==> src/design/jsu_pkg.sv <==
package jsu_pkg;

    // Scanner position, one-hot
    typedef enum logic [3:0] {
        MODE_IDLE = 4'b0001,
        MODE_BODY = 4'b0010,
        MODE_ESC  = 4'b0100,
        MODE_HEX  = 4'b1000
    } t_mode;

    // Scanner state carried from one word to the next
    typedef struct packed {
        t_mode       mode;
        logic [1:0]  hex_count;
        logic [15:0] hex_accum;
        logic        hex_seen;
        logic        hex_stopped;
        logic [15:0] prev_code;
    } t_scan;

    // Group of output bytes caused by one input word
    typedef struct packed {
        logic [1:0]      cnt;
        logic [2:0][7:0] data;
        logic            err;
    } t_group;

    localparam logic [7:0] CH_QUOTE  = 8'h22;
    localparam logic [7:0] CH_BSLASH = 8'h5C;
    localparam logic [7:0] CH_SLASH  = 8'h2F;
    localparam logic [7:0] CH_U      = 8'h75;
    localparam logic [7:0] CH_LF     = 8'h0A;
    localparam logic [7:0] CH_CR     = 8'h0D;
    localparam logic [7:0] CH_TAB    = 8'h09;
    localparam logic [7:0] CH_N      = 8'h6E;
    localparam logic [7:0] CH_R      = 8'h72;
    localparam logic [7:0] CH_T      = 8'h74;

    localparam logic [15:0] CODE_2BYTE = 16'h0080;
    localparam logic [15:0] CODE_3BYTE = 16'h0800;
    localparam logic [15:0] CODE_NONE  = 16'hFFFF;

    localparam logic [7:0] UTF_LEAD2 = 8'b1100_0000;
    localparam logic [7:0] UTF_LEAD3 = 8'b1110_0000;
    localparam logic [7:0] UTF_CONT  = 8'b1000_0000;

endpackage

==> src/design/jsu_decode.sv <==
module jsu_decode (
    input  jsu_pkg::t_scan  i_scan,
    input  logic [7:0]      i_byte,
    input  logic            i_eoi,
    output jsu_pkg::t_scan  o_scan,
    output jsu_pkg::t_group o_group
);
    import jsu_pkg::*;

    // Decode one hex character; bit 4 flags a valid digit
    function automatic logic [4:0] hex_value(input logic [7:0] b);
        logic [4:0] v;
        v = '0;
        if (b >= 8'h30 && b <= 8'h39) begin
            v = {1'b1, b[3:0]};
        end else if ((b >= 8'h41 && b <= 8'h46) || (b >= 8'h61 && b <= 8'h66)) begin
            v = {1'b1, b[3:0] + 4'd9};
        end
        return v;
    endfunction

    // Turn a code point into escaped or UTF-8 bytes
    function automatic t_group emit_code(input logic [15:0] c);
        t_group g;
        g = '0;
        priority if (c == {8'h00, CH_QUOTE} || c == {8'h00, CH_BSLASH}) begin
            g.cnt = 2'd2; g.data[0] = CH_BSLASH; g.data[1] = c[7:0];
        end else if (c == {8'h00, CH_LF}) begin
            g.cnt = 2'd2; g.data[0] = CH_BSLASH; g.data[1] = CH_N;
        end else if (c == {8'h00, CH_CR}) begin
            g.cnt = 2'd2; g.data[0] = CH_BSLASH; g.data[1] = CH_R;
        end else if (c == {8'h00, CH_TAB}) begin
            g.cnt = 2'd2; g.data[0] = CH_BSLASH; g.data[1] = CH_T;
        end else if (c < CODE_2BYTE) begin
            g.cnt = 2'd1; g.data[0] = c[7:0];
        end else if (c < CODE_3BYTE) begin
            g.cnt = 2'd2;
            g.data[0] = UTF_LEAD2 | {3'b000, c[10:6]};
            g.data[1] = UTF_CONT | {2'b00, c[5:0]};
        end else if (c != CODE_NONE) begin
            g.cnt = 2'd3;
            g.data[0] = UTF_LEAD3 | {4'b0000, c[15:12]};
            g.data[1] = UTF_CONT | {2'b00, c[11:6]};
            g.data[2] = UTF_CONT | {2'b00, c[5:0]};
        end else begin
            g.cnt = 2'd0;
        end
        return g;
    endfunction

    logic [4:0]  digit;
    logic [15:0] accum_n;
    logic        seen_n;
    logic        stopped_n;
    logic [15:0] code;

    // Fold the current byte into the hex accumulator
    always_comb begin
        digit     = hex_value(i_byte);
        accum_n   = (!i_scan.hex_stopped && digit[4]) ?
                    {i_scan.hex_accum[11:0], digit[3:0]} : i_scan.hex_accum;
        seen_n    = i_scan.hex_seen | (!i_scan.hex_stopped & digit[4]);
        stopped_n = i_scan.hex_stopped | !digit[4];
        code      = seen_n ? accum_n : i_scan.prev_code;
    end

    // Advance the scanner and build the output group
    always_comb begin
        o_scan  = i_scan;
        o_group = '0;
        if (i_eoi) begin
            if (i_scan.mode != MODE_IDLE) begin
                o_group.cnt       = 2'd1;
                o_group.err       = 1'b1;
                o_scan.mode       = MODE_IDLE;
                o_scan.hex_count  = '0;
                o_scan.hex_accum  = '0;
                o_scan.hex_seen   = 1'b0;
                o_scan.hex_stopped = 1'b0;
            end
        end else begin
            unique case (i_scan.mode)
                MODE_IDLE: begin
                    if (i_byte == CH_QUOTE) begin
                        o_group.cnt        = 2'd1;
                        o_group.data[0]    = CH_QUOTE;
                        o_scan.mode        = MODE_BODY;
                        o_scan.prev_code   = '0;
                        o_scan.hex_count   = '0;
                        o_scan.hex_accum   = '0;
                        o_scan.hex_seen    = 1'b0;
                        o_scan.hex_stopped = 1'b0;
                    end
                end
                MODE_BODY: begin
                    if (i_byte == CH_QUOTE) begin
                        o_group.cnt     = 2'd2;
                        o_group.data[0] = CH_QUOTE;
                        o_group.data[1] = CH_LF;
                        o_scan.mode     = MODE_IDLE;
                    end else if (i_byte == CH_BSLASH) begin
                        o_scan.mode = MODE_ESC;
                    end else begin
                        o_group.cnt     = 2'd1;
                        o_group.data[0] = i_byte;
                    end
                end
                MODE_ESC: begin
                    if (i_byte == CH_U) begin
                        o_scan.mode        = MODE_HEX;
                        o_scan.hex_count   = '0;
                        o_scan.hex_accum   = '0;
                        o_scan.hex_seen    = 1'b0;
                        o_scan.hex_stopped = 1'b0;
                    end else begin
                        o_scan.mode = MODE_BODY;
                        if (i_byte == CH_SLASH || i_byte == CH_QUOTE) begin
                            o_group.cnt     = 2'd1;
                            o_group.data[0] = i_byte;
                        end else begin
                            o_group.cnt     = 2'd2;
                            o_group.data[0] = CH_BSLASH;
                            o_group.data[1] = i_byte;
                        end
                    end
                end
                MODE_HEX: begin
                    if (i_scan.hex_count == 2'd3) begin
                        o_group            = emit_code(code);
                        o_scan.prev_code   = code;
                        o_scan.mode        = MODE_BODY;
                        o_scan.hex_count   = '0;
                        o_scan.hex_accum   = '0;
                        o_scan.hex_seen    = 1'b0;
                        o_scan.hex_stopped = 1'b0;
                    end else begin
                        o_scan.hex_count   = i_scan.hex_count + 2'd1;
                        o_scan.hex_accum   = accum_n;
                        o_scan.hex_seen    = seen_n;
                        o_scan.hex_stopped = stopped_n;
                    end
                end
                default: begin
                    o_scan.mode = MODE_IDLE;
                end
            endcase
        end
    end

endmodule

==> src/design/json_string_unescape.sv <==
// Channel  | Direction | Handshake                  | Payload
// ---------+-----------+----------------------------+-------------------------------
// in       | input     | i_in_valid / o_in_ready    | i_in_byte, i_end_of_input
// out      | output    | o_out_valid / i_out_ready  | o_out_byte, o_last, o_error
//
// One input word is decoded in the cycle it is accepted; its 0 to 3 output bytes
// sit in a result register and leave one per cycle while i_out_ready is high.
// The result register drains a single byte per cycle when the output is not stalled.
// A new word is taken while the last byte of the previous group is being taken.
// Synchronous active-low reset returns the scanner to idle outside any string.
// Stalls on the output hold the result register and stop input acceptance.
module json_string_unescape (
    input  logic       i_clk,
    input  logic       i_rst_n,
    input  logic       i_in_valid,
    output logic       o_in_ready,
    input  logic [7:0] i_in_byte,
    input  logic       i_end_of_input,
    output logic       o_out_valid,
    input  logic       i_out_ready,
    output logic [7:0] o_out_byte,
    output logic       o_last,
    output logic       o_error
);
    import jsu_pkg::*;

    t_scan           r_scan;
    t_scan           n_scan;
    t_group          n_group;
    logic [1:0]      r_cnt;
    logic [2:0][7:0] r_data;
    logic            r_err;
    logic            in_fire;
    logic            out_fire;

    jsu_decode u_decode (
        .i_scan  (r_scan),
        .i_byte  (i_in_byte),
        .i_eoi   (i_end_of_input),
        .o_scan  (n_scan),
        .o_group (n_group)
    );

    // Handshakes
    assign o_out_valid = (r_cnt != 2'd0);
    assign o_last      = (r_cnt == 2'd1);
    assign o_out_byte  = r_data[0];
    assign o_error     = r_err;
    assign out_fire    = o_out_valid & i_out_ready;
    assign o_in_ready  = (r_cnt == 2'd0) || ((r_cnt == 2'd1) && i_out_ready);
    assign in_fire     = i_in_valid & o_in_ready;

    // Advance scanner state on each accepted word
    always_ff @(posedge i_clk) begin
        if (!i_rst_n) begin
            r_scan.mode        <= MODE_IDLE;
            r_scan.hex_count   <= '0;
            r_scan.hex_accum   <= '0;
            r_scan.hex_seen    <= 1'b0;
            r_scan.hex_stopped <= 1'b0;
            r_scan.prev_code   <= '0;
        end else if (in_fire) begin
            r_scan <= n_scan;
        end
    end

    // Load a new group, or shift out the byte just taken
    always_ff @(posedge i_clk) begin
        if (!i_rst_n) begin
            r_cnt <= '0;
        end else if (in_fire) begin
            r_cnt <= n_group.cnt;
        end else if (out_fire) begin
            r_cnt <= r_cnt - 2'd1;
        end
    end

    always_ff @(posedge i_clk) begin
        if (in_fire) begin
            r_data <= n_group.data;
            r_err  <= n_group.err;
        end else if (out_fire) begin
            r_data <= {8'h00, r_data[2], r_data[1]};
        end
    end

`ifndef NO_ASSERTIONS
    // An error word stands alone in its group
    a_err_alone: assert property (@(posedge i_clk) disable iff (!i_rst_n)
        (o_out_valid && o_error) |-> o_last)
        else $error("error byte not marked last");

    // After an error the scanner is back outside any string
    a_err_idle: assert property (@(posedge i_clk) disable iff (!i_rst_n)
        (o_out_valid && o_error) |-> (r_scan.mode == MODE_IDLE))
        else $error("error result while scanner inside a string");

    // Hex counting only runs inside a unicode escape
    a_hex_mode: assert property (@(posedge i_clk) disable iff (!i_rst_n)
        (r_scan.hex_count != 2'd0) |-> (r_scan.mode == MODE_HEX))
        else $error("hex count set outside unicode escape");

    // Taking the last byte with no new word empties the output
    a_drain: assert property (@(posedge i_clk) disable iff (!i_rst_n)
        (out_fire && o_last && !in_fire) |=> !o_out_valid)
        else $error("output still valid after group drained");
`endif

endmodule
==> config.mk <==
export PLATFORM = sky130hd
export DESIGN_NAME = json_string_unescape
export DESIGN_NICKNAME = d
export VERILOG_FILES = /design/src/design/jsu_pkg.sv /design/src/design/jsu_decode.sv /design/src/design/json_string_unescape.sv
export SDC_FILE = /design/constraint.sdc
export NUM_CORES = 1
export LEC_CHECK = 0
export BUFFER_PORTS_ARGS = -buffer_cell sky130_fd_sc_hd__buf_2
export CAP_MARGIN = 20
export CORE_AREA = 2 2 113 71
export CTS_CLUSTER_SIZE = 14
export DETAILED_ROUTE_END_ITERATION = 8
export DIE_AREA = 0 0 115 73
export GPL_ROUTABILITY_DRIVEN = 0
export GPL_TIMING_DRIVEN = 0
export PLACE_DENSITY = 0.88
export REMOVE_ABC_BUFFERS = 1
export SETUP_SLACK_MARGIN = 0.2
export SYNTH_ARGS = -nofsm -noshare
export SYNTH_HDL_FRONTEND = slang
export SYNTH_SLANG_ARGS = --single-unit
==> constraint.sdc <==
create_clock -name i_clk -period 7.5 [get_ports i_clk]
set_input_delay 0.375 -clock i_clk [delete_from_list [all_inputs] [get_ports i_clk]]
set_output_delay 0.375 -clock i_clk [all_outputs]
set_load 0.03 [all_outputs]
==> Word level (Yosys, flattened, before mapping) <==
Cells that the tools add are included.
{ "totals": {"regBits": 67, "output_inout_bits": 12, "wordCells": 144} }
{ "op_classes": {"order_cmp": 8, "eq_ne": 24, "n_addsub": 3, "bitwise": 6, "n_mux": 73, "reduce_logical": 19} }
{ "ops": {"columns": ["cell", "count"], "rows": [
  ["2-to-1 mux 24 bit", 15],
  ["2-to-1 mux 16 bit", 10],
  ["2-to-1 mux 8 bit", 11],
  ["case mux 20 bit (3 select lines)", 1],
  ["equality test 16 x 4 -> 1 bit (second input constant)", 3],
  ["2-to-1 mux 20 bit", 2],
  ["2-to-1 mux 40 bit", 1],
  ["case mux 16 bit (2 select lines)", 1],
  ["case mux 8 bit (4 select lines)", 1],
  ["2-to-1 mux 27 bit", 1],
  ["2-to-1 mux 2 bit", 13],
  ["case mux 8 bit (3 select lines)", 1],
  ["2-to-1 mux 4 bit", 5],
  ["equality test 16 x 6 -> 1 bit (second input constant)", 1],
  ["equality test 16 x 7 -> 1 bit (second input constant)", 1],
  ["equality test 8 x 6 -> 1 bit (second input constant)", 2],
  ["equality test 8 x 7 -> 1 bit (second input constant)", 2],
  ["greater-or-equal comparator 8 x 7 -> 1 bit (second input constant)", 2],
  ["<= comparator 8 x 7 -> 1 bit (second input constant)", 2],
  ["< comparator 16 x 12 -> 1 bit (second input constant)", 1],
  ["< comparator 16 x 8 -> 1 bit (second input constant)", 1],
  ["inequality test 16 bit (second input constant)", 1],
  ["case mux 4 bit (4 select lines)", 1],
  ["AND reduction 5 bit", 3],
  ["other kinds (28)", 51]
]} }

==> Depth between registers and ports, before layout <==
Gate-level depths: netlist (run 1).
{ "depth": {"word_depth": 29, "mapped_depth": 14} }

==> Cells and area by module <==
From an unflattened synthesis (run 1), not the netlist that was laid out.
{ "unflattened": {"cells_unflattened": 691, "hier_area_um2": 5525.3} }
{ "modules_own_cells": {"columns": ["module", "instances", "cells_per_inst", "seq_area_each_um2", "area_each_um2"], "rows": [
  ["json_string_unescape", 1, 264, 1591.5, 2781.4],
  ["jsu_decode", 1, 427, 0.0, 2743.9]
]} }

==> Least setup slack after synthesis (run 1) <==
Ideal clock, no wire load.
{ "synth_timing": {"kind": "input -> register", "start": "input i_in_byte[0]", "end": "register r_data[10] (netlist name) (data pin)", "setup_ns": 0.254, "required_ns": 7.246, "setup_slack_ns": 4.080, "arrival_time_ns": 3.166, "path_stages": 11, "path_buffers": 2, "path_cell_list": "clkbuf_1 inv_1 ha_1 nor3b_1 nor3_2 o21ai_1 clkbuf_1 mux2i_1 nor3b_1 or4_1 a21o_1"} }
{ "synth_via": {"elab_chain_len": 29} }
{ "synth_lines": {"columns": ["item", "line", "text"], "rows": [
  ["from (decl)", "json_string_unescape.sv:17", "input logic [7:0] i_in_byte,"],
  ["greater-or-equal comparator 8 x 7 -> 1 bit / <= comparator 8 x 7 -> 1 bit (equally long branches)", "jsu_decode.sv:16", "end else if ((b >= 8'h41 && b <= 8'h46) || (b >= 8'h61 && b <= 8'h66)) begin"],
  ["logical AND 1 bit", "jsu_decode.sv:16", null],
  ["logical OR 1 bit", "jsu_decode.sv:16", null],
  ["2-to-1 mux 5 bit", "jsu_decode.sv:16", null],
  ["2-to-1 mux 5 bit", "jsu_decode.sv:14", "if (b >= 8'h30 && b <= 8'h39) begin"],
  ["bitwise AND 1 bit / logical AND 1 bit (equally long branches)", "jsu_decode.sv:62, jsu_decode.sv:60", null],
  ["bitwise OR 1 bit / 2-to-1 mux 16 bit (equally long branches)", "jsu_decode.sv:62, jsu_decode.sv:60", null],
  ["2-to-1 mux 16 bit", "jsu_decode.sv:64", "code = seen_n ? accum_n : i_scan.prev_code;"],
  ["[... 13 more ...]", null, null],
  ["2-to-1 mux 16 bit", "jsu_decode.sv:32", "end else if (c == {8'h00, CH_TAB}) begin"],
  ["2-to-1 mux 16 bit", "jsu_decode.sv:30", "end else if (c == {8'h00, CH_CR}) begin"],
  ["2-to-1 mux 16 bit", "jsu_decode.sv:28", "end else if (c == {8'h00, CH_LF}) begin"],
  ["2-to-1 mux 16 bit", "jsu_decode.sv:26", "priority if (c == {8'h00, CH_QUOTE} || c == {8'h00, CH_BSLASH}) begin"],
  ["2-to-1 mux 27 bit", "jsu_decode.sv:128", "if (i_scan.hex_count == 2'd3) begin"],
  ["case mux 8 bit (3 select lines) (*)", "jsu_decode.sv:82", "unique case (i_scan.mode)"],
  ["2-to-1 mux 24 bit (*)", "jsu_decode.sv:71", "if (i_eoi) begin"],
  ["2-to-1 mux 24 bit (*)", "json_string_unescape.sv:79", "if (in_fire) begin"],
  ["to (signal assigned)", "json_string_unescape.sv:80", "r_data <= n_group.data;"],
  ["to (signal assigned)", "json_string_unescape.sv:83", "r_data <= {8'h00, r_data[2], r_data[1]};"],
  ["to (decl)", "json_string_unescape.sv:31", "logic [2:0][7:0] r_data;"]
]} }
Mark *: on every way between the ends. The rest lies on a longest branch, timed or not. The select of a mux whose other input is x is not followed.
A chain may end at the register's enable or synchronous reset.

==> Final worst setup path (run 1) <==
{ "layout_timing": {"start": "input i_in_byte[0]", "end": "register r_data, in the netlist o_out_byte[0] (data pin)"} }
{ "layout_via": {"elab_chain_len": 29} }
{ "layout_lines": {"columns": ["item", "line"], "rows": [
  ["greater-or-equal comparator 8 x 7 -> 1 bit / <= comparator 8 x 7 -> 1 bit (equally long branches)", "jsu_decode.sv:16"],
  ["logical AND 1 bit", "jsu_decode.sv:16"],
  ["logical OR 1 bit", "jsu_decode.sv:16"],
  ["2-to-1 mux 5 bit", "jsu_decode.sv:16"],
  ["2-to-1 mux 5 bit", "jsu_decode.sv:14"],
  ["bitwise AND 1 bit / logical AND 1 bit (equally long branches)", "jsu_decode.sv:62, jsu_decode.sv:60"],
  ["bitwise OR 1 bit / 2-to-1 mux 16 bit (equally long branches)", "jsu_decode.sv:62, jsu_decode.sv:60"],
  ["2-to-1 mux 16 bit", "jsu_decode.sv:64"],
  ["[... 13 more ...]", null],
  ["2-to-1 mux 16 bit", "jsu_decode.sv:32"],
  ["2-to-1 mux 16 bit", "jsu_decode.sv:30"],
  ["2-to-1 mux 16 bit", "jsu_decode.sv:28"],
  ["2-to-1 mux 16 bit", "jsu_decode.sv:26"],
  ["2-to-1 mux 27 bit", "jsu_decode.sv:128"],
  ["case mux 8 bit (4 select lines) (*)", "jsu_decode.sv:82"],
  ["2-to-1 mux 24 bit (*)", "jsu_decode.sv:71"],
  ["2-to-1 mux 24 bit (*)", "json_string_unescape.sv:79"]
]} }
Marks and branches as above.

==> flow_summary.json, run 1 <==
{
  "switchingPower_uw": 281,
  "dieArea_um2": 8400,
  "nets": 563,
  "area_delta_synth_final_pct": 8.77,
  "routedLengthMet1_um": 5490,
  "dp_hpwl_um": 9080,
  "postSynthAreaPerCell_um2": 8.17,
  "arrival_ns": 4.27,
  "postSynth.asyncResetShare_pct": 0,
  "slew_headroom_pct": 25.8,
  "grt_overflow": 0,
  "timing.final.crit_share_pct": 55.8,
  "num_vias": 4508,
  "cts.sinks": 66,
  "min_path_type": "input pin to flip-flop",
  "pwr-share-seq_pct": 42.3,
  "netlist.area_leader.share_pct": 18.9,
  "drt_iter0_markers": 792,
  "synthFlopType": "dfxtp_1",
  "fp.dieW_um": 115,
  "timing.fmax_mhz": 239,
  "pwr-share-comb_pct": 17.8,
  "portBuffers": 24,
  "slew_viol_final": 0,
  "cts_root_buf": "clkbuf_16",
  "crit_fanout": 25,
  "synth_cells": 545,
  "required_ns": 7.58,
  "maxCapViolCount": 0,
  "avgRoutedWirePerCell_um": 20.0,
  "synth_cell_types": 70,
  "wl_met3_um": 1850,
  "fin_setup_tns_ns": 0,
  "clock_latency_ns": 0.33,
  "via_per_inst": 7.03,
  "htreeDepth": 3,
  "grt_max_degree": 28,
  "rows": 25,
  "path_clk_slew_ns": 0.05,
  "ys_top_cells_by_area": "dfxtp_1 (19%), edfxtp_1 (16%), nor2_1 (6.5%)",
  "cts_buffer_depth": 2,
  "yosysTopAreaCell": "dfxtp_1",
  "routed_wl_um": 12800,
  "power.density_nw_per_um2": 206,
  "syn_area_um2": 4450,
  "n_antenna_cell": 0,
  "drc": 0,
  "hold-worst-slack_ns": 0.276,
  "cts-buffers-inserted": 9,
  "power_frac_clock_pct": 40.0,
  "synth_edf_count": 24,
  "yosys_warnings": 0,
  "ioPinCount": 25,
  "period_minus_slack_ns": 4.19,
  "hold_violations": 0,
  "fp.dieH_um": 73,
  "core_area_um2": 7510,
  "antenna_found_initial": 0,
  "cts-resized-gates": 0,
  "rrSetupSlack_ns": 4.05,
  "fin_skew_ns": 0.00580,
  "cp-end-kind": "flip-flop",
  "worst_slew_pin_slew_ns": 1.11,
  "internal-power_uw": 716,
  "cts_hold_buf": 0,
  "crit_type": "input pin to flip-flop",
  "grt_pass1_vias": 3933,
  "cts_tree": "yes",
  "p_leak_uw": 0.00177,
  "ant_nets": 0,
  "switching_share_pct": 28.2,
  "wl_met2_um": 5300,
  "start_util_pct": 59.3,
  "grt_pass1_wl_um": 20200,
  "setup_viol": 0,
  "status": "completed",
  "peakVddDrop_mv": 0.112,
  "rsz0062_at_grt": "false",
  "crit_path_start_kind": "input pin",
  "drt-pass1-iter-count": 5,
  "track_usage_pct": 31.4,
  "postCtsSetupRepairBufs": 0,
  "top_layer": "met4",
  "drive_gt1_share_pct": 11.3,
  "yosysSeqAreaShare_pct": 35.1,
  "synth-seq-cells": 66
}
[cell families after synthesis]
group                    share of synthesized area (%)
AO/OA/AOI/OAI                                     26.5
XOR/XNOR                                         0.394
adder cells (fa/ha/maj)                           2.25
buffers and inverters                             5.59
flip-flops                                        35.1
multiplexers                                      5.54
AND/OR/NAND/NOR                                   24.6
[layout make-up]
class	instances	area, µm²
fill	632	2670
multi-input combinational	426	2650
sequential	66	1560
clock buffer	14	275
timing repair buffer	28	190
tap	94	118
inverter	11	41.3
clock inverter	2	10.0
[power by group through the flow]
stage | registers, µW | clock network, µW | logic (µW)
detailed placement | 428 | 0 | 172
floorplan | 452 | 0 | 92.8
global route | 424 | 420 | 189
finish | 421 | 398 | 177
CTS | 421 | 403 | 173
global placement | 426 | 0 | 165
[synth_stat cells (3+ instances only)]
library cell and instances:
nor3b_1 4, nand3b_1 3, o211ai_1 3, nand3_1 13, or4b_2 3, a21oi_1 41, a31oi_1 9, mux2_2 4
a211oi_1 6, mux2i_1 19, a211o_1 3, or2_2 3, buf_4 8, o21ai_1 6, or3_1 5, nand2b_1 10
ha_1 8, o22ai_1 4, o31ai_1 3, nand2_1 43, nand4_1 3, a22oi_1 25, edfxtp_1 24, a21o_1 8
clkbuf_1 27, inv_1 11, or3b_2 4, buf_2 4, and2_1 4, o21a_1 5, o221ai_1 3, dfxtp_1 42
and3_1 6, o31a_1 6, a221o_1 5, o21ai_0 25, nor3_1 20, nor4b_1 3, nor2_1 77, or4_1 3
nor4_1 5
[final timing paths]
path                         to  cells past startpoint          from
hold / removal       r_scan[36]                      2       i_rst_n
setup reg to reg     r_data[18]                      9      r_cnt[0]
hold reg to reg      r_scan[35]                      2    r_scan[35]
setup / recovery  o_out_byte[0]                     10  i_in_byte[0]
[worst max-delay path, cell delays in order]
cell and delay (ns):
buf_2 0.19, inv_1 0.20, ha_1 0.21, nor3b_1 0.62
or4_1 0.38, nand2_2 0.37, o31ai_1 1.03, o311a_2 0.48
nor2_1 0.09, a221o_1 0.32
[per-stage QoR]
step           util (%)  cells  setup slack, ns  power [µW]  area [µm²]
2_1_floorplan         -    503             3.67         545        4240
3_3_place_gp       59.7    621             2.69         592        4480
3_5_place_dp       60.7    625             3.09         600        4560
4_1_cts            64.5    641             3.46         997        4840
5_1_grt            64.5    641             3.05        1030        4840
6_report           64.5    641             3.31         997        4840
[cell usage in the layout (no fill, tap or decap), types with 5 or more instances in the layout]
cell type / count
nand3_1: 13
a22oi_1: 25
buf_2: 24
o31a_1: 6
o21a_1: 5
nand2_1: 43
mux2i_1: 19
nor4_1: 5
nor3_1: 19
nor2_1: 77
o21ai_1: 6
a31oi_1: 9
ha_1: 8
inv_1: 11
and3_1: 6
a221o_1: 5
nand2b_1: 10
a21oi_1: 41
or3_1: 5
a21o_1: 8
clkbuf_16: 10
edfxtp_1: 24
o21ai_0: 25
a211oi_1: 6
dfxtp_1: 42
[metal layers]
layer  track usage [%]  vias to the layer above
li1                  -                     2040
met3              9.47                       24
met5                 0                        -
met1              46.7                     2113
met4              7.10                        0
met2              44.8                      331
[state kept, by name, indices dropped and copies added, names as in the netlist]
register,flops
r_data,15
o_error,1
o_out_byte,8
r_cnt,2
r_scan,40
Note: power is estimated with default switching activity, not from simulation.
==> run 2, diff against run 1 <==
clock period = 4.3 ns   (was 7.5 ns; I/O delays follow)
==> run 2 against run 1 <==
- global-route usage stayed put
- register-to-register slack worse by 3.3 ns
- core utilization is 0.13 points higher
- cell count stayed put
- critical path depth stayed put
- setup slack worse by 2.9 ns
- sequential share of layout area is 0.067 points lower
- clock-buffer cell count stayed put
- routed wire length is 0.68% higher
- first-iteration DRC count is 2.4% higher
- non-clock buffer count stayed put
- largest cell class unchanged
==> flow_summary.json, run 2 (same netlist as run 1, synthesis figures left out) <==
{
  "postCtsSetupRepairBufs": 0,
  "required_ns": 4.39,
  "min_to": "r_scan[36]",
  "nets": 563,
  "hold-worst-slack_ns": 0.115,
  "n_antenna_cell": 0,
  "switchingPower_uw": 492,
  "largest_register_ffs": 40,
  "p_leak_uw": 0.00178,
  "final_common_cell": "nor2_1",
  "pwr-share-comb_pct": 17.8,
  "num_vias": 4611,
  "post-place-ws_ns": 0.0506,
  "drc": 0,
  "setup_viol": 0,
  "via_per_inst": 7.19,
  "timing.final.crit_share_pct": 90.6,
  "clock_latency_ns": 0.33,
  "portBuffers": 24,
  "start_util_pct": 59.3,
  "antenna_found_initial": 0,
  "grt_overflow": 0,
  "routed_wl_um": 12900,
  "path_clk_slew_ns": 0.05,
  "crit_type": "input pin to flip-flop",
  "period_minus_slack_ns": 3.89,
  "drt_iter0_markers": 811,
  "dp_hpwl_um": 9080,
  "fp.dieH_um": 73,
  "fin_skew_ns": 0.00447,
  "ioPinCount": 25,
  "slew_viol_final": 0,
  "grt_pass1_wl_um": 20200,
  "cts_tree": "yes",
  "reg2reg_to": "r_data[18]",
  "largest-register": "r_scan",
  "drive_gt1_share_pct": 11.7,
  "switching_share_pct": 28.3,
  "slew_headroom_pct": 24.1,
  "fin_util_pct": 64.6,
  "htreeDepth": 3,
  "dieArea_um2": 8400,
  "cp-end-kind": "flip-flop",
  "power_frac_clock_pct": 39.9,
  "fillers": 627,
  "avgRoutedWirePerCell_um": 20.2,
  "arrival_ns": 3.98,
  "fin_ws_ns": 0.405,
  "cts_hold_buf": 0,
  "fp.dieW_um": 115,
  "rsz0062_at_grt": "false",
  "timing.fmax_mhz": 257,
  "worst_slew_pin_slew_ns": 1.13,
  "power.density_nw_per_um2": 359,
  "layout_common_cells": "nor2_1 (77), nand2_1 (43), dfxtp_1 (42)",
  "pwr-share-seq_pct": 42.2,
  "cts_buffer_depth": 2,
  "maxCapViolCount": 0,
  "hold_violations": 0,
  "grt_max_degree": 28,
  "grt_pass1_vias": 3933,
  "crit_start": "i_in_byte[3]",
  "core_area_um2": 7510,
  "crit_path_start_kind": "input pin",
  "rrSetupSlack_ns": 0.79,
  "min_path_type": "input pin to flip-flop",
  "ant_nets": 0,
  "area_delta_synth_final_pct": 8.99,
  "hold_start": "i_rst_n",
  "peakVddDrop_mv": 0.195,
  "cts-buffers-inserted": 9,
  "cts.sinks": 66,
  "cts_root_buf": "clkbuf_16",
  "internal-power_uw": 1250,
  "fin_setup_tns_ns": 0,
  "hold_path_depth": 2,
  "status": "completed",
  "reg2reg_depth": 9,
  "rows": 25,
  "r2r_start": "r_cnt[0]",
  "track_usage_pct": 31.4,
  "crit_fanout": 17,
  "drt-pass1-iter-count": 5
}
run 2: changes by cell type in the layout (fill, tap and decap cells not counted):
cell	change
o31ai_2	+1
nor3b_2	+1
nor3b_1	-1
o31ai_1	-1
run 2: worst max-delay path, cell delays in order:
cell	delay (ns)
buf_2	0.22
or4b_1	0.67
nor3_2	0.27
o21ai_1	0.21
buf_4	0.27
or4_4	0.55
a2111oi_4	0.73
nor3b_1	0.11
or4_1	0.53
a21o_1	0.19
run 2: layout make-up:
cell class / instances / area, µm² / area share, %
clock buffers: 14 / 275 / 5.67
clock inverters: 2 / 10.0 / 0.206
inverters: 11 / 41.3 / 0.851
multi-input cells: 426 / 2660 / 54.7
flip-flops and latches: 66 / 1560 / 32.2
well taps: 94 / 118 / 2.42
repair buffers: 28 / 190 / 3.92
run 2: layer usage:
| layer | vias to the layer above | track usage [%] | wire (µm) |
|---|---|---|---|
| met5 | - | 0 | 0 |
| met4 | 0 | 7.10 | 245 |
| met3 | 30 | 9.47 | 1940 |
| met2 | 377 | 44.8 | 5260 |
| met1 | 2156 | 46.7 | 5470 |
| li1 | 2048 | - | - |
run 2: through the flow:
| step | instance area, µm² | total power (µW) | cells |
|---|---|---|---|
| 2_1_floorplan | 4240 | 950 | 503 |
| 3_3_place_gp | 4480 | 1030 | 621 |
| 3_5_place_dp | 4560 | 1050 | 625 |
| 4_1_cts | 4840 | 1740 | 641 |
| 5_1_grt | 4850 | 1800 | 641 |
| 6_report | 4850 | 1740 | 641 |
run 2: what timing repair did:
action,in CTS,in global routing
endpoints found under the setup margin,0,7
gates resized for setup,0,2
endpoints found under the hold margin,0,0
run 2: how the worst max path moves through the flow:
stage	to	slack, ns	cells after the start
floorplan	r_data[10]	0.63	10
global placement	r_data[10]	-0.35	11
detailed placement	o_out_byte[1]	0.05	10
CTS	o_out_byte[0]	0.42	10
global route	r_data[10]	0.27	12
finish	r_data[10]	0.41	10
run 2: power by group through the flow:
stage               Combinational [µW]  Sequential, µW  Clock (µW)
global route                       330             740         732
global placement                   288             744           0
detailed placement                 300             746           0
CTS                                301             735         702
finish                             311             736         695
floorplan                          162             789           0
